File: src/rtl/luma_histogram_with_peak_top_assert.svh
// Assertion macros for the luma histogram block.
// Uses the clk and rst_n names of the module that includes it.
`ifndef LUMA_HISTOGRAM_WITH_PEAK_TOP_ASSERT_SVH
`define LUMA_HISTOGRAM_WITH_PEAK_TOP_ASSERT_SVH

// Same-cycle implication.
`define LHP_ASSERT_NOW(lbl, ante, cons, msg) \
  lbl: assert property (@(posedge clk) disable iff (!rst_n) (ante) |-> (cons)) \
    else $error(msg);

// Delayed implication.
`define LHP_ASSERT_DLY2(lbl, ante, cons, msg) \
  lbl: assert property (@(posedge clk) disable iff (!rst_n) (ante) |-> ##2 (cons)) \
    else $error(msg);

`endif

File: src/rtl/lhp_pkg.sv
// Shared types and constants for the luma histogram block.
// No dependencies.
package lhp_pkg;

  localparam int BINS     = 256;
  localparam int BIN_W    = 8;
  localparam int OUT_W    = 24;
  localparam int LUMA_W   = 24;
  localparam int QDEPTH   = 4;   // power of two, pointers wrap naturally
  localparam int PTR_W    = $clog2(QDEPTH);
  localparam int LVL_W    = $clog2(QDEPTH + 1);

  // Q16 luma weights, sum is exactly 65536
  localparam logic [15:0] W_RED   = 16'd19595;
  localparam logic [15:0] W_GREEN = 16'd38470;
  localparam logic [15:0] W_BLUE  = 16'd7471;

  // input mode codes
  localparam logic [1:0] MODE_ACCUM = 2'd0;
  localparam logic [1:0] MODE_READ  = 2'd1;
  localparam logic [1:0] MODE_CLEAR = 2'd2;

  typedef enum logic [1:0] {
    KIND_ACCUM,
    KIND_READ,
    KIND_CLEAR,
    KIND_NOP
  } lhp_kind_t;

  typedef enum logic {
    BK_IDLE,
    BK_UPDATE
  } lhp_bk_state_t;

  typedef struct packed {
    logic [1:0]       mode;
    logic [7:0]       red;
    logic [7:0]       green;
    logic [7:0]       blue;
    logic [7:0]       gray_level;
    logic [7:0]       read_bin;
  } lhp_in_t;

  typedef struct packed {
    logic [BIN_W-1:0] bin_index;
    logic [OUT_W-1:0] bin_count;
    logic [OUT_W-1:0] peak_count;
  } lhp_out_t;

  // classified operation passed from front to back
  typedef struct packed {
    lhp_kind_t        kind;
    logic [BIN_W-1:0] bin;
  } lhp_op_t;

  // queue status seen by the back end and the top level
  typedef struct packed {
    logic             empty;
    logic [LVL_W-1:0] level;
  } lhp_qstat_t;

endpackage

File: src/rtl/lhp_front.sv
// Front end: takes items, forms the luma products, picks the bin and kind.
// Depends on lhp_pkg.
module lhp_front
  import lhp_pkg::*;
(
  input  logic    clk,
  input  logic    rst_n,
  input  logic    accept,
  input  lhp_in_t in_item,
  input  logic    pixel_format,
  output logic    push,
  output lhp_op_t push_op
);

  logic              s1_valid_r;
  lhp_kind_t         kind_r, kind_nxt;
  logic [LUMA_W-1:0] prod_r_r, prod_g_r, prod_b_r;
  logic [7:0]        gray_r, rbin_r;
  logic              fmt_r;
  logic [LUMA_W-1:0] luma_sum;
  logic [BIN_W-1:0]  bin_sel;

  always_comb begin
    case (in_item.mode)
      MODE_ACCUM: kind_nxt = KIND_ACCUM;
      MODE_READ:  kind_nxt = KIND_READ;
      MODE_CLEAR: kind_nxt = KIND_CLEAR;
      default:    kind_nxt = KIND_NOP;
    endcase
  end

  always_ff @(posedge clk) begin
    if (!rst_n) begin
      s1_valid_r <= 1'b0;
    end else begin
      s1_valid_r <= accept;
    end
  end

  always_ff @(posedge clk) begin
    if (accept) begin
      kind_r   <= kind_nxt;
      prod_r_r <= LUMA_W'(W_RED) * LUMA_W'(in_item.red);
      prod_g_r <= LUMA_W'(W_GREEN) * LUMA_W'(in_item.green);
      prod_b_r <= LUMA_W'(W_BLUE) * LUMA_W'(in_item.blue);
      gray_r   <= in_item.gray_level;
      rbin_r   <= in_item.read_bin;
      fmt_r    <= pixel_format;
    end
  end

  // weights sum to 2^16, so the sum never exceeds 24 bits
  assign luma_sum = prod_r_r + prod_g_r + prod_b_r;

  always_comb begin
    case (kind_r)
      KIND_ACCUM: bin_sel = fmt_r ? gray_r : luma_sum[LUMA_W-1:16];
      KIND_READ:  bin_sel = rbin_r;
      default:    bin_sel = '0;
    endcase
  end

  assign push         = s1_valid_r;
  assign push_op.kind = kind_r;
  assign push_op.bin  = bin_sel;

endmodule

File: config.mk
export PLATFORM = sky130hd
export DESIGN_NAME = lhp_front
export DESIGN_NICKNAME = d
export VERILOG_FILES = /design/src/rtl/luma_histogram_with_peak_top_assert.svh /design/src/rtl/lhp_pkg.sv /design/src/rtl/lhp_front.sv
export SDC_FILE = /design/constraint.sdc
export NUM_CORES = 1
export LEC_CHECK = 0
export BUFFER_PORTS_ARGS = -buffer_cell sky130_fd_sc_hd__buf_2
export CORE_ASPECT_RATIO = 1.25
export CORE_UTILIZATION = 59
export CTS_CLUSTER_SIZE = 16
export DETAILED_ROUTE_END_ITERATION = 6
export GPL_TIMING_DRIVEN = 0
export PLACE_DENSITY = 0.88
export SKIP_LAST_GASP = 1
export SLEW_MARGIN = 20
export SYNTH_ARGS = -nofsm -noshare
export SYNTH_HDL_FRONTEND = slang
export SYNTH_SLANG_ARGS = --single-unit
File: constraint.sdc
create_clock -name clk -period 8.6 [get_ports clk]
set_input_delay 0.43 -clock clk [delete_from_list [all_inputs] [get_ports clk]]
set_output_delay 0.43 -clock clk [all_outputs]
set_load 0.03 [all_outputs]
Word-level counts from Yosys, hierarchy flattened
Cells that the tools add are included.

cells by class
  add/sub/neg operators = 2
  multipliers = 3
  equality and inequality tests = 3
  mux-type cells = 3
  reductions and logical operators = 2

operators by type and width
  operator                                                               count
  15-bit by 8-bit multiplier with 23-bit output, first input constant    2
  23-bit by 24-bit adder with 24-bit output                              1
  24-bit by 21-bit adder with 24-bit output                              1
  13-bit by 8-bit multiplier with 21-bit output, first input constant    1
  8-bit case mux with 2 select lines                                     1
  8-bit two-way mux                                                      1
  2-bit case mux with 3 select lines                                     1
  2-bit by 1-bit equality test with 1-bit output, second input constant  2
  2-bit logical NOT                                                      2
  2-bit equality test, second input constant                             1

storage, ports and cells
  register bits after elaboration = 87
  output and inout bits = 11

Logic depth before layout (Yosys ltp)
  depth after elaboration = 4
  mapped depth = 16
  gate-level depth less buffers = 16

Worst setup path before layout
No wires, ideal clock.

  path kind = input port to flip-flop
  from = input in_item[21] in the netlist's numbering
  to = register prod_b_r[19], data pin
  setup time = 0.180 ns
  arrival time = 4.358 ns
  required time = 8.420 ns
  setup slack = 4.062 ns
  stages on the path = 14
  path buffers = 0
  cell sequence = fa_1 inv_1 fa_1 inv_1 fa_1 fa_1 ha_1 a21o_1 or3_4 o211ai_2 a21oi_2 o31ai_4 or4b_1 o311ai_1

between the ends
  cells in the longest elaborated chain, start to end = 1

RTL lines
  item                                           line             text
  start: declaration                             lhp_front.sv:9   input lhp_in_t in_item,
  13-bit by 8-bit multiplier with 21-bit output  lhp_front.sv:45  prod_b_r <= LUMA_W'(W_BLUE) * LUMA_W'(in_item.blue);
  end signal: assignment                         lhp_front.sv:45
  end: declaration                               lhp_front.sv:17  logic [LUMA_W-1:0] prod_r_r, prod_g_r, prod_b_r;

No other way between the ends.
A chain may end at the register's enable or synchronous reset.

Worst setup path after layout
Same ends and word-level chain as after synthesis.

==> reports/summary.md <==
The synthesized design contains 87 register bits. The highest attainable clock frequency came out at 208 MHz. By startpoint and endpoint, the worst setup path is classified as input pin to register.

Setup repair after global routing left no endpoint under its margin. The logs give 6890 for the number of global-route vias before repair and 1203 for the post-synthesis net count. The final period utilization is 55.9%. The via count of the routed design is 6610. The mapped cell area is 0.00958 mm^2. The post-route worst hold slack was 270 ps. The logs give 19.0 mm for the total wirelength of the detailed-routed design and 3440 ps for the worst slack at placement.

For this run, design rule violations remaining after detail routing come to 0. 57 I/O pins were placed. Aggregate negative setup slack: 0 ps.

The run finished with clean final reports. The global routing usage summed across all routing layers is 24.3%. The wire length of the first global-routing pass was 31.4 mm. Clock tree synthesis selected as its root buffer the cell sky130_fd_sc_hd__clkbuf_16. In this run the mean area of a mapped cell was 11.0 um^2.

In this run the core area contains 51 standard-cell rows. Number of enable-type register cells in the synthesized netlist: 86. After detailed placement, the total cell area comes to 0.0101 mm^2.

The finished cells cover 0.0105 mm^2. The logs give 9 for the number of buffers inserted during clock tree synthesis and 3790 ps for the slack of the critical path. The initial antenna violation count came out at 0.

The tools report the number of buffers added to fix hold violations after cts as 0. The post-CTS repair timing setup buffer count was 0; the number of hold-slack violations in the final timing report was 0. Detailed placement finished with a half-perimeter wire length of 15.7 mm. The final net count was 1269; the initial core utilization was 61.0%.

STA puts the critical path data required time at 8670 ps. The run gives 64.5% as the worst max-slew margin expressed relative to the limit. The slowest stage of the critical path belongs to the cell sky130_fd_sc_hd__fa_1. IR analysis of the VDD net gives a maximum drop of 0.181 mV. After detailed routing, the average wire length per cell comes to 16.4 um. In this run the standard cell core region covers 0.0157 mm^2. The clock tree synthesis step divided the H-tree into 3 levels. Number of vias per cell after detailed routing: 5.71.

The number of distinct library cell variants in the gate-level netlist after synthesis is 57, and the multi-input combinational cell area is 0.00639 mm^2. 0 antenna diodes ended up in the layout. The die covers 0.0168 mm^2. The cell count after synthesis was 874; the number of nets still failing antenna checks after routing was 0. For the maximum number of pins on one net before global-route repair, the log shows 65.

The storage element area was 0.00260 mm^2. The filler cells instantiated in the layout total 1123. Slew at the pin closest to its max-slew limit: 533 ps. Of the cells placed in the final design, the portion with a size suffix greater than 1 is 8.89%.

During synthesis, Yosys emitted a total of 0 warnings. Setup violations remaining at the end of the flow were counted as 0. The stage delay of the slowest cell on the critical path is 570 ps, and the data arrival time of the critical path is 4880 ps.

The count of routing violations after the opening detailed-route iteration is 314, and the power density relative to cell area is 315 mW/mm^2. Relative to the synthesized area, the layout overhead comes to 9.05%. The signal on the critical path passes through buf_2 -> fa_1 -> inv_1 -> fa_1 -> inv_1 -> fa_1 -> inv_1 -> fa_1 -> inv_1 -> ha_1 -> or3_4 -> o211ai_2 -> a21oi_2 -> o31ai_4 -> or4b_1 -> o311ai_1.

Nature of the critical path endpoint: a register. TritonCTS built the clock tree. The clock transition time at the flip-flop clock pins of the worst setup and hold paths works out to 70 ps. Together, buffers and inverters on the worst path number 5.

The vertical die dimension works out to 144 um. Port buffering added 54 buffers. The async set-reset flop share out of synthesis works out to 0%.

The reported leakage power was 5.18 nW. The path class of the tightest hold or removal check is input pin to register. Gates resized during post-CTS repair numbered 0. The overall overflow remaining after global route was 0. Across the run, the number of max-cap violations was 0. Category of cells accounting for the largest share of critical-path delay: adder cells.

The max-slew violation count is 0. Subtracting the final worst setup slack from the clock period gives 4810 ps. Counting every sink on the clock net gives 87.

Among all flip-flop cells after synthesis, the most frequent one is sky130_fd_sc_hd__edfxtp_1. The tools report the kind of launch point of the worst setup path as an input pin. The run gives 4 as the number of iterations in the first detailed-routing pass.

Routability-driven placement finished with a final weighted congestion of 0.871. The logs give 66.6% for the final cell utilization of the core and 27.2% for the register area share after synthesis. The width of the chip is 116 um, and the deepest clock path buffer count is 2.

Of all nets on the critical path, the largest fanout is 6.
==> registers in the layout, summed over array words and instances, names as in the netlist <==
name      flops
gray_r        8
prod_g_r     23
kind_r        2
prod_r_r     23
rbin_r        8
fmt_r         1
prod_b_r     21
push          1
==> where the power goes <==
group          total [mW]  switching (mW)  internal (mW)  leakage [nW]
clock               0.388           0.155          0.233         0.142
sequential          0.755          0.0862          0.669         0.850
combinational        2.15            1.22          0.931          4.19
total                3.29            1.46           1.83          5.18
==> cell usage in the layout (no fill, tap or decap), types with 10 or more instances in the layout <==
cell / instances
sky130_fd_sc_hd__buf_2: 53
sky130_fd_sc_hd__a211oi_1: 10
sky130_fd_sc_hd__nor3_1: 10
sky130_fd_sc_hd__nand3_1: 10
sky130_fd_sc_hd__xor2_1: 17
sky130_fd_sc_hd__a21oi_1: 44
sky130_fd_sc_hd__fa_1: 82
sky130_fd_sc_hd__a21o_1: 25
sky130_fd_sc_hd__inv_1: 153
sky130_fd_sc_hd__xnor2_1: 30
sky130_fd_sc_hd__nor2_1: 35
sky130_fd_sc_hd__nand2_1: 20
sky130_fd_sc_hd__o21ai_0: 28
sky130_fd_sc_hd__o21a_1: 11
sky130_fd_sc_hd__ha_1: 201
sky130_fd_sc_hd__edfxtp_1: 86
==> cells by family (layout without fill, tap and decap cells) <==
family                     count (synthesis)  in the layout  share of synthesized area [%]
AOI/OAI and AO/OA                        183            183                           12.9
xor gates and xnor gates                  47             47                           4.30
adders and majority gates                283            283                           43.4
buffers and inverters                    158            229                           6.19
DFF                                       87             87                           27.2
muxes                                      2              2                          0.209
and+or+nand+nor                          114            114                           5.91
==> metal layers <==
metal,up-vias,track usage (%),routed length [um]
li1,3215,-,-
met3,54,3.06,642
met5,-,0,0
met1,3188,26.6,7530
met4,0,11.1,796
met2,153,46.0,10000
==> path summary, 6_finish.rpt <==
path | start | to | slack (ps) | depth (start not counted)
setup / recovery | in_item[21] | prod_b_r[19] | 3790 | 16
hold / removal | pixel_format | fmt_r | 270 | 1
==> synthesized netlist by cell type, drive strengths merged (2+ instances only) <==
cell type | number | share of area (%)
a211o | 2 | 0.18
a211oi | 10 | 0.78
a21boi | 4 | 0.31
a21o | 25 | 2.0
a21oi | 45 | 2.4
a221oi | 3 | 0.34
a22oi | 5 | 0.39
a31o | 2 | 0.18
a31oi | 8 | 0.52
a41oi | 2 | 0.18
and2 | 3 | 0.20
and3 | 5 | 0.33
clkbuf | 4 | 0.16
edfxtp | 86 | 27
fa | 82 | 17
ha | 201 | 26
inv | 153 | 6.0
mux2i | 2 | 0.21
nand2 | 20 | 0.78
nand2b | 6 | 0.39
nand3 | 10 | 0.52
nand4 | 4 | 0.26
nor2 | 35 | 1.4
nor2b | 6 | 0.39
nor3 | 10 | 0.52
o21a | 11 | 0.86
o21ai | 37 | 2.0
o21bai | 8 | 0.63
o22ai | 4 | 0.26
o31a | 3 | 0.27
o31ai | 4 | 0.46
or2 | 4 | 0.26
or3 | 7 | 0.51
xnor2 | 30 | 2.7
xor2 | 17 | 1.6
==> cell type report <==
| class | instances | share of cell area [%] |
|---|---|---|
| well taps | 212 | 2.54 |
| clock buffers | 11 | 2.32 |
| clock inverters | 5 | 0.563 |
| plain buffers | 5 | 0.180 |
| multi-input cells | 629 | 61.1 |
| inverters | 153 | 5.50 |
| flip-flops and latches | 87 | 24.9 |
| repair buffers | 55 | 2.87 |
==> per-stage QoR <==
step / cells / total power, mW
after floorplan: 874 / 2.35
after global placement: 1140 / 2.74
after detailed placement: 1141 / 2.86
after CTS: 1157 / 3.29
after global routing: 1157 / 3.60
final: 1157 / 3.29
No activity file was read; power rests on OpenSTA's default activity.
