==> src/rtl/luma_histogram_with_peak_top_assert.svh <==
// Assertion macros for the luma histogram block.
// Uses the clk and rst_n names of the module that includes it.
`ifndef LUMA_HISTOGRAM_WITH_PEAK_TOP_ASSERT_SVH
`define LUMA_HISTOGRAM_WITH_PEAK_TOP_ASSERT_SVH

// Same-cycle implication.
`define LHP_ASSERT_NOW(lbl, ante, cons, msg) \
  lbl: assert property (@(posedge clk) disable iff (!rst_n) (ante) |-> (cons)) \
    else $error(msg);

// Delayed implication.
`define LHP_ASSERT_DLY2(lbl, ante, cons, msg) \
  lbl: assert property (@(posedge clk) disable iff (!rst_n) (ante) |-> ##2 (cons)) \
    else $error(msg);

`endif

==> src/rtl/lhp_pkg.sv <==
// Shared types and constants for the luma histogram block.
// No dependencies.
package lhp_pkg;

  localparam int BINS     = 256;
  localparam int BIN_W    = 8;
  localparam int OUT_W    = 24;
  localparam int LUMA_W   = 24;
  localparam int QDEPTH   = 4;   // power of two, pointers wrap naturally
  localparam int PTR_W    = $clog2(QDEPTH);
  localparam int LVL_W    = $clog2(QDEPTH + 1);

  // Q16 luma weights, sum is exactly 65536
  localparam logic [15:0] W_RED   = 16'd19595;
  localparam logic [15:0] W_GREEN = 16'd38470;
  localparam logic [15:0] W_BLUE  = 16'd7471;

  // input mode codes
  localparam logic [1:0] MODE_ACCUM = 2'd0;
  localparam logic [1:0] MODE_READ  = 2'd1;
  localparam logic [1:0] MODE_CLEAR = 2'd2;

  typedef enum logic [1:0] {
    KIND_ACCUM,
    KIND_READ,
    KIND_CLEAR,
    KIND_NOP
  } lhp_kind_t;

  typedef enum logic {
    BK_IDLE,
    BK_UPDATE
  } lhp_bk_state_t;

  typedef struct packed {
    logic [1:0]       mode;
    logic [7:0]       red;
    logic [7:0]       green;
    logic [7:0]       blue;
    logic [7:0]       gray_level;
    logic [7:0]       read_bin;
  } lhp_in_t;

  typedef struct packed {
    logic [BIN_W-1:0] bin_index;
    logic [OUT_W-1:0] bin_count;
    logic [OUT_W-1:0] peak_count;
  } lhp_out_t;

  // classified operation passed from front to back
  typedef struct packed {
    lhp_kind_t        kind;
    logic [BIN_W-1:0] bin;
  } lhp_op_t;

  // queue status seen by the back end and the top level
  typedef struct packed {
    logic             empty;
    logic [LVL_W-1:0] level;
  } lhp_qstat_t;

endpackage

==> src/rtl/lhp_queue.sv <==
// Small FIFO of classified ops between front and back end.
// Depends on lhp_pkg.
module lhp_queue
  import lhp_pkg::*;
(
  input  logic       clk,
  input  logic       rst_n,
  input  logic       push,
  input  lhp_op_t    push_op,
  input  logic       pop,
  output lhp_op_t    head,
  output lhp_qstat_t stat
);

  lhp_op_t          ent_r [QDEPTH];
  logic [PTR_W-1:0] wr_ptr_r, rd_ptr_r;
  logic [LVL_W-1:0] level_r, level_nxt;

  always_comb begin
    level_nxt = level_r;
    case ({push, pop})
      2'b10:   level_nxt = level_r + LVL_W'(1);
      2'b01:   level_nxt = level_r - LVL_W'(1);
      default: level_nxt = level_r;
    endcase
  end

  always_ff @(posedge clk) begin
    if (!rst_n) begin
      wr_ptr_r <= '0;
      rd_ptr_r <= '0;
      level_r  <= '0;
    end else begin
      if (push) begin
        wr_ptr_r <= wr_ptr_r + PTR_W'(1);
      end
      if (pop) begin
        rd_ptr_r <= rd_ptr_r + PTR_W'(1);
      end
      level_r <= level_nxt;
    end
  end

  always_ff @(posedge clk) begin
    if (push) begin
      ent_r[wr_ptr_r] <= push_op;
    end
  end

  assign head       = ent_r[rd_ptr_r];
  assign stat.empty = (level_r == '0);
  assign stat.level = level_r;

endmodule

==> config.mk <==
export PLATFORM = sky130hd
export DESIGN_NAME = lhp_queue
export DESIGN_NICKNAME = d
export VERILOG_FILES = /design/src/rtl/luma_histogram_with_peak_top_assert.svh /design/src/rtl/lhp_pkg.sv /design/src/rtl/lhp_queue.sv
export SDC_FILE = /design/constraint.sdc
export NUM_CORES = 1
export LEC_CHECK = 0
export BUFFER_PORTS_ARGS = -buffer_cell sky130_fd_sc_hd__clkbuf_2
export CELL_PAD_IN_SITES_DETAIL_PLACEMENT = 1
export CELL_PAD_IN_SITES_GLOBAL_PLACEMENT = 1
export CORE_UTILIZATION = 42
export CTS_CLUSTER_DIAMETER = 80
export CTS_CLUSTER_SIZE = 10
export DETAILED_ROUTE_END_ITERATION = 10
export MAX_ROUTING_LAYER = met4
export PLACE_DENSITY_LB_ADDON = 0.3
export SLEW_MARGIN = 0
export SYNTH_ARGS = -nofsm -noshare
export SYNTH_HDL_FRONTEND = slang
export SYNTH_SLANG_ARGS = --single-unit
==> constraint.sdc <==
create_clock -name clk -period 1.64 [get_ports clk]
set_input_delay 0.41 -clock clk [delete_from_list [all_inputs] [get_ports clk]]
set_output_delay 0.41 -clock clk [all_outputs]
set_load 0.005 [all_outputs]
# ---- Word-level counts from Yosys, hierarchy flattened
# Memories as Yosys holds them, arrays and structs flattened. A register that Yosys moved wholly into a read port is not among the register bits.
# Cells that the tools add are included.
dict set report totals {
  mem_bits_rw 40
  regBits 7
  inputBits 14
  elab_cells 17
  n_memories 1
}
dict set report classes {
  addsub 4
  eq_ne 2
  muxes 5
  n_reduce_logical 2
}
# name depth word_bits read_ports rd_clocked_by_memory_dff wr line_no
set memory_table {}
lappend memory_table {ent_r 4 10 1 1 1 lhp_queue.sv:15} ;# lhp_op_t ent_r [QDEPTH];
# cell count
set op_table {}
lappend op_table {{$pmux 3 s2} 1}
lappend op_table {{$add 2x1->2 const B} 2}
lappend op_table {{$mux 2} 2}
lappend op_table {{$add 3x1->3 const B} 1}
lappend op_table {{$logic_not 3->1} 1}
lappend op_table {{$sub 3x1->3 const B} 1}
lappend op_table {{$eq 2x1->1 const B} 1}
lappend op_table {{$eq 2x2->1 const B} 1}
lappend op_table {{$mux 1} 2}
lappend op_table {{$reduce_bool 2->1} 1}

# ---- Longest topological paths before layout
# Gate-level depths: netlist (run 1).
dict set report depth {
  word_depth 3
  depth_mapped 7
  mapped_depth_nobuf 7
}

# ---- Worst setup path after synthesis (run 1)
# No wires, ideal clock.
dict set report synth_path {
  path_type {input to register}
  start {in push}
  end {reg level_r[2]}
  required_ps 1570
  path_slack_ps -38
  setup_ps 70
  t_arrival_ps 1608
  path_buffers 0
  cell_stages 7
  path_cell_list {inv_1 ha_1 inv_1 fa_1 xor2_1 or3_1 a21boi_1}
}
dict set report synth_between {
  elab_chain_cells 2
  word_cells_on_any_way 4
}
# element line_no
set synth_lines {}
lappend synth_lines {{start: declaration} lhp_queue.sv:8} ;# input logic push,
lappend synth_lines {{$eq 2x1->1 / $eq 2x2->1 (equally long branches)} lhp_queue.sv:21} ;# case ({push, pop})
lappend synth_lines {{$pmux 3 s2 / $reduce_bool 2->1 (equally long branches)} --}
lappend synth_lines {{end signal: assignment} lhp_queue.sv:40} ;# level_r <= level_nxt;
lappend synth_lines {{end: declaration} lhp_queue.sv:17} ;# logic [LVL_W-1:0] level_r, level_nxt;
# Parallel ways exist; a longest one is shown, timed or not.
# A chain may end at the register's enable or synchronous reset.

==> out/metrics.csv, run 1 <==
stage;metric;value;unit
finish;final_layout_size_suffix_gt1_share;41.8;%
drt;vias;959;
critical_path;crit_type;flip-flop to primary output;
synthesis;ys_ff_latch;49;
drt;drc;0;
power;comb_power_share;12.3;%
global_routing;overflow;0;
clocking;hold_buffers;0;
synthesis;synth_nets;117;
timing;worst_slack;-0.202;ns
timing;fin_crit_sh;112;%
finish;antenna_cells;0;
timing;final-max-slew-violation-count;0;
placed_design;gp_congestion;0.729;
run_status;outcome;finished, violations left;
clocking;ctsHtreeMaxLevel;2;
timing;final_hold_viol_count;0;
clocking;clk_pin_slew;0.09;ns
finish;layout_common_cells;edfxtp_1, clkbuf_2, mux4_2, and2_1, buf_4;
clocking;clkSinkCount;49;
floorplan;start_util;43.6;%
global_routing;grt_max_degree;16;
power;switching_share;21.6;%
timing;rsz0062_at_grt;yes;
power;p_sw;562;uW
global_routing;grt_pass1_vias;1025;
critical_path;crit_arrival;1.43;ns
timing;relSlewSlack;90.4;%
power;p_clk_share;32.0;%
synthesis;yosysSeqAreaShare;73.2;%
floorplan;die_h;69.0;um
power;p_leak;0.843;nW
synthesis;synth_area_per_cell;19.5;sq um
clocking;insertion_delay;0.30;ns
global_routing;grt_usage;15.7;%
drt;vias_per_cell;4.97;
synthesis;ys_types;18;
drt;wl_per_cell;16.4;um
critical_path;critPathRequiredTime;1.23;ns
finish;final_common_cell;edfxtp_1;
timing;hold_ws;0.327;ns
worst_hold_path;worstHoldPathType;input pin to flip-flop;
floorplan;dieArea;0.00476;sq mm
synthesis;synth_warnings;0;
job;cap_violations;0;
timing;setup-violations-final;10;
synthesis;synth_cells;97;
timing;fin_skew;0.00834;ns
floorplan;core;0.00432;sq mm
timing;tns;-1.88;ns
clocking;cts_tree;built;
power;irDropWorstVdd;0.607;mV
power;p_int;2.04;mW
placed_design;hpwl;2210;um
drt;drt-initial-drc-count;59;
finish;syn_to_final_growth;21.3;%
drt;ant_nets;0;
global_routing;grt_first_pass_wirelength;5180;um
floorplan;ios;28;
placed_design;port_buffers;27;
critical_path;crit_fanout;4;
synthesis;syn-cell-area;0.00189;sq mm
run_status;violations;setup timing;
global_routing;antenna_found_initial;0;
drt;drt-total-wl;3170;um
clocking;cts_buffer_depth;2;
clocking;cts-root-buf;clkbuf_8;
timing;worst_pin_slew;0.140;ns
floorplan;die_w;69.0;um
critical_path;start_kind;flip-flop;
power;power_density;1140;mW/mm^2
drt;drt_first_pass_iters;4;
clocking;cts_setup_buffers;0;
clocking;cts_buffers;5;
finish;final_nets;160;
power;pwr-share-seq;55.7;%
critical_path;crit_path_end_kind;primary output;
timing;post-route-min-period;1.84;ns
floorplan;rows;24;
timing;fmax;543;MHz
## kinds of logic (layout without fill, tap and decap cells)
kind of cell / Yosys count / after routing / share of synthesized area, %
flip-flops: 49 / 49 / 73.2
AND/OR/NAND/NOR: 15 / 15 / 4.64
multiplexers: 11 / 11 / 12.5
buffers and inverters: 8 / 52 / 2.06
adder cells (fa/ha/maj): 6 / 6 / 4.38
XOR/XNOR: 5 / 5 / 2.32
AO/OA/AOI/OAI: 3 / 3 / 0.929
## flip-flops by register name, summed over array words and instances, names as in the netlist, named ones only
register	count
level_r	3
ent_r	40
rd_ptr_r	2
wr_ptr_r	2
## worst paths after layout
check	end	startpoint	slack (ns)	cells after the start
worst max-delay path	head[3]	flip-flop	-0.20	3
worst min-delay path	ent_r[3][1]$_DFFE_PP_	push_op[1]	0.33	1
worst max register to register	level_r[2]$_SDFFE_PN0P_	level_r[0]$_SDFFE_PN0P_	0.15	5
worst min register to register	level_r[2]$_SDFFE_PN0P_	level_r[2]$_SDFFE_PN0P_	0.51	2
## cells in the mapped netlist (all sizes together)
| library cell | number | area share, % |
|---|---|---|
| xnor2 | 2 | 0.93 |
| and2 | 10 | 3.3 |
| o21ai | 2 | 0.53 |
| clkbuf | 1 | 0.26 |
| nor3 | 1 | 0.26 |
| buf | 1 | 0.60 |
| edfxtp | 40 | 64 |
| or3 | 1 | 0.33 |
| inv | 6 | 1.2 |
| mux4 | 10 | 12 |
| nor2b | 1 | 0.33 |
| a21boi | 1 | 0.40 |
| dfxtp | 9 | 9.5 |
| nand2 | 2 | 0.40 |
| fa | 1 | 1.1 |
| xor2 | 3 | 1.4 |
| ha | 5 | 3.3 |
| mux2i | 1 | 0.53 |
## worst max-delay path, stage by stage, from the launching register on
cell	delay (ns)
dfxtp_4	0.38
buf_6	0.13
mux4_2	0.49
clkbuf_2	0.13
## stage by stage
stage / util [%] / area [sq um] / setup WS, ns / total power, mW / std cells
after floorplan: - / 1890 / 0.00182 / 1.65 / 97
after global placement: 49.9 / 2160 / -0.118 / 1.78 / 185
after detailed placement: 49.9 / 2160 / -0.165 / 1.80 / 185
after CTS: 52.9 / 2290 / -0.235 / 2.65 / 193
after global routing: 52.9 / 2290 / -0.263 / 2.73 / 193
final: 52.9 / 2290 / -0.202 / 2.60 / 193
## final cells by class
| cell class | instances | area, sq um |
|---|---|---|
| timing repair buffer | 38 | 233 |
| clock inverter | 3 | 41.3 |
| tap | 52 | 65.1 |
| inverter | 6 | 22.5 |
| multi-input combinational | 40 | 472 |
| fill | 423 | 2040 |
| clock buffer | 5 | 68.8 |
| sequential | 49 | 1390 |
## metal layers
layer / wire length [um] / share of wire [%] / track usage [%]
met5: 0 / 0 / -
met4: 67 / 2.1 / 6.80
met3: 106 / 3.3 / 5.26
met2: 1670 / 53 / 25.4
met1: 1320 / 42 / 17.7
## power groups by stage
stage	Sequential [mW]	Combinational [mW]	Clock, mW
floorplan	1.47	0.178	0
CTS	1.45	0.330	0.865
global placement	1.47	0.306	0
detailed placement	1.48	0.322	0
global route	1.46	0.357	0.910
finish	1.45	0.320	0.834
## repair_timing
| item | 4_1_cts | 5_1_grt |
|---|---|---|
| resized for setup | 6 | 1 |
| cloned | 0 | 0 |
| hold endpoints to repair | 0 | 0 |
| pin swaps | 0 | 0 |
| endpoints found under the setup margin | 10 | 11 |
(Power assumes the default switching activity.)
==> run 2: changes to the inputs <==
--- a/config.mk
+++ b/config.mk
@@ -5,10 +5,11 @@
 export SDC_FILE = /design/constraint.sdc
 export NUM_CORES = 1
 export LEC_CHECK = 0
+export ABC_AREA = 1
 export BUFFER_PORTS_ARGS = -buffer_cell sky130_fd_sc_hd__clkbuf_2
 export CELL_PAD_IN_SITES_DETAIL_PLACEMENT = 1
 export CELL_PAD_IN_SITES_GLOBAL_PLACEMENT = 1
-export CORE_UTILIZATION = 42
+export CORE_UTILIZATION = 40
 export CTS_CLUSTER_DIAMETER = 80
 export CTS_CLUSTER_SIZE = 10
 export DETAILED_ROUTE_END_ITERATION = 10
==> run 2 against run 1 <==
The run still ends with setup timing left. Die area increased by 7.2%. Highest routed layer unchanged. Register-to-register slack gained 0.10 ns. Largest power group unchanged. Non-clock buffer count is 3 higher. Fmax rose by 10%.
==> out/metrics.csv, run 2 <==
stage;metric;value;unit
synthesis;synth_cells;153;
finish;reg_top3;ent_r: 40 flops, level_r: 3 flops;
power;power_density;1050;mW/mm^2
drt;vias;1273;
floorplan;die_h;71.5;um
placed_design;port_buffers;27;
timing;post-route-min-period;1.67;ns
synthesis;syn-cell-area;0.00193;sq mm
placed_design;pre_cts_slack;-0.0630;ns
clocking;cts_buffers;5;
timing;fin_skew;0.00817;ns
drt;ant_nets;0;
synthesis;synth_warnings;0;
critical_path;slowest_stage;dfxtp_4;
timing;worst_pin_slew;0.220;ns
synthesis;ys_ff_latch;49;
global_routing;antenna_found_initial;0;
run_status;violations;setup timing;
timing;final_hold_viol_count;0;
power;p_leak;0.931;nW
floorplan;dieArea;0.00511;sq mm
placed_design;hpwl;3030;um
floorplan;ios;28;
finish;final_layout_size_suffix_gt1_share;29.9;%
synthesis;yosys-top-cells-count;edfxtp_1, nor2_1, o21ai_1, inv_1, o22ai_1;
finish;largest_register_ffs;40;
floorplan;die_w;71.5;um
critical_path;critPathRequiredTime;1.23;ns
synthesis;async_reset_ff_share;0;%
synthesis;yosysSeqAreaShare;71.5;%
worst_hold_path;worstHoldPathType;input pin to flip-flop;
critical_path;start_kind;flip-flop;
critical_path;crit_arrival;1.26;ns
finish;largest-register;ent_r;
global_routing;grt_max_degree;21;
synthesis;synth_area_per_cell;12.6;sq um
drt;drt-total-wl;4220;um
timing;worst_slack;-0.0341;ns
synthesis;yosysMostFrequentCell;edfxtp_1;
synthesis;ys_top_cells_by_area;edfxtp_1, dfxtp_1, o21ai_1;
critical_path;crit_type;flip-flop to primary output;
finish;syn_to_final_growth;21.2;%
clocking;cts_buffer_depth;2;
global_routing;grt_pass1_vias;1408;
finish;final_nets;216;
timing;final-max-slew-violation-count;0;
drt;vias_per_cell;5.11;
timing;fin_crit_sh;102;%
power;irDropWorstVdd;0.423;mV
timing;rsz0062_at_grt;yes;
synthesis;synth-edff-count;40;
global_routing;grt_usage;19.2;%
critical_path;crit_path_end_kind;primary output;
clocking;clk_pin_slew;0.09;ns
synthesis;ys_types;17;
floorplan;core;0.00450;sq mm
floorplan;rows;24;
clocking;ctsHtreeMaxLevel;2;
finish;antenna_cells;0;
run_status;outcome;finished, violations left;
timing;hold_ws;0.319;ns
drt;drt_first_pass_iters;6;
synthesis;synth_area_leader_cell;edfxtp_1;
clocking;cts-root-buf;clkbuf_8;
synthesis;synth_top_area_share;62.2;%
timing;relSlewSlack;85.2;%
global_routing;overflow;0;
critical_path;crit_fanout;9;
critical_path;cpPeakStageDelay;0.38;ns
clocking;clkSinkCount;49;
synthesis;synth-main-ff-cell;edfxtp_1;
timing;setup-violations-final;4;
clocking;cts_tree;built;
drt;drt-initial-drc-count;69;
finish;layout_common_cells;edfxtp_1, nor2_1, clkbuf_2;
finish;final_common_cell;edfxtp_1;
synthesis;synth_nets;173;
drt;drc;0;
finish;layout.core_utilization;51.9;%
timing;fmax;597;MHz
clocking;insertion_delay;0.31;ns
global_routing;grt_first_pass_wirelength;6820;um
placed_design;gp_congestion;0.676;
floorplan;start_util;42.9;%
job;cap_violations;0;
critical_path;crit_chain;buf_8 -> buf_12 -> o21ai_2 -> o22ai_1 -> buf_2;
drt;wl_per_cell;16.9;um
[run 2: cell count changes in the layout (fill, tap and decap cells not counted), moves of 3 or more]
| cell | before | now |
|---|---|---|
| o21ai_1 | 0 | 17 |
| buf_2 | 0 | 7 |
| mux4_2 | 10 | 0 |
| nor2_1 | 0 | 23 |
| a21oi_1 | 0 | 5 |
| buf_4 | 8 | 11 |
| nand2_1 | 2 | 9 |
| xor2_1 | 3 | 0 |
| and2_1 | 10 | 0 |
| o22ai_1 | 0 | 8 |
| inv_1 | 6 | 15 |
| clkbuf_2 | 27 | 20 |
| o21ai_2 | 0 | 5 |
[run 2: worst paths after layout]
path                                               start                      end  slack, ns  cells after the start
worst min-delay path                          push_op[9]    ent_r[0][9]$_DFFE_PP_       0.32                      1
worst max-delay path                           flip-flop                  head[5]      -0.03                      5
worst min register to register  rd_ptr_r[1]$_SDFFE_PN0P_                flip-flop       0.45                      1
worst max register to register   level_r[0]$_SDFFE_PN0P_  level_r[2]$_SDFFE_PN0P_       0.25                      8
[run 2: kinds of logic (layout without fill, tap and decap cells)]
kind of cell,after synthesis,count (layout),share of synthesized area (%)
AND/OR/NAND/NOR,35,35,7.06
buffers and inverters,22,66,5.83
adder cells (fa/ha/maj),6,6,4.28
AO/OA/AOI/OAI,41,41,11.3
flip-flops,49,49,71.5
[run 2: per-layer routing]
layer  track usage, %  vias up  routed length, um
met5                -        -                  0
met4             8.71        0                 87
met3             4.64       10                116
met2             33.9       22               2370
met1             20.3      616               1640
li1                 -      625                  -
[run 2: final cells by class]
type | count | area, sq um
fillers | 484 | 2160
flip-flops and latches | 49 | 1390
multi-input cells | 82 | 468
repair buffers | 41 | 264
clock buffers | 6 | 72.6
inverters | 17 | 68.8
well taps | 52 | 65.1
clock inverters | 2 | 15.0
[run 2: stage by stage]
step | instances | TNS (ns) | power, mW | area (sq um)
after floorplan | 153 | 0 | 1.62 | 1930
after global placement | 240 | 0 | 1.74 | 2180
after detailed placement | 240 | -0.0630 | 1.76 | 2180
after CTS | 249 | -0.318 | 2.49 | 2320
after global routing | 249 | -0.635 | 2.57 | 2340
final | 249 | -0.0823 | 2.46 | 2340
[run 2: where the power goes]
group	switching [mW]	leakage, nW	internal (mW)
Clock	0.407	0.0374	0.301
Sequential	0.0306	0.443	1.41
Combinational	0.181	0.451	0.138
Total	0.618	0.931	1.85
[run 2: worst max-delay path: cells and delay by family (launching register included)]
kind            cells  cell delay [ns]
buf+inv             3             0.38
flops               1             0.38
compound gates      2             0.20
[run 2: timing repair]
action                     CTS  global route
setup endpoints to repair   10            10
buffers inserted             1             0
hold buffers                 0             0
gates resized for setup     10            12
pin swaps                    1             4
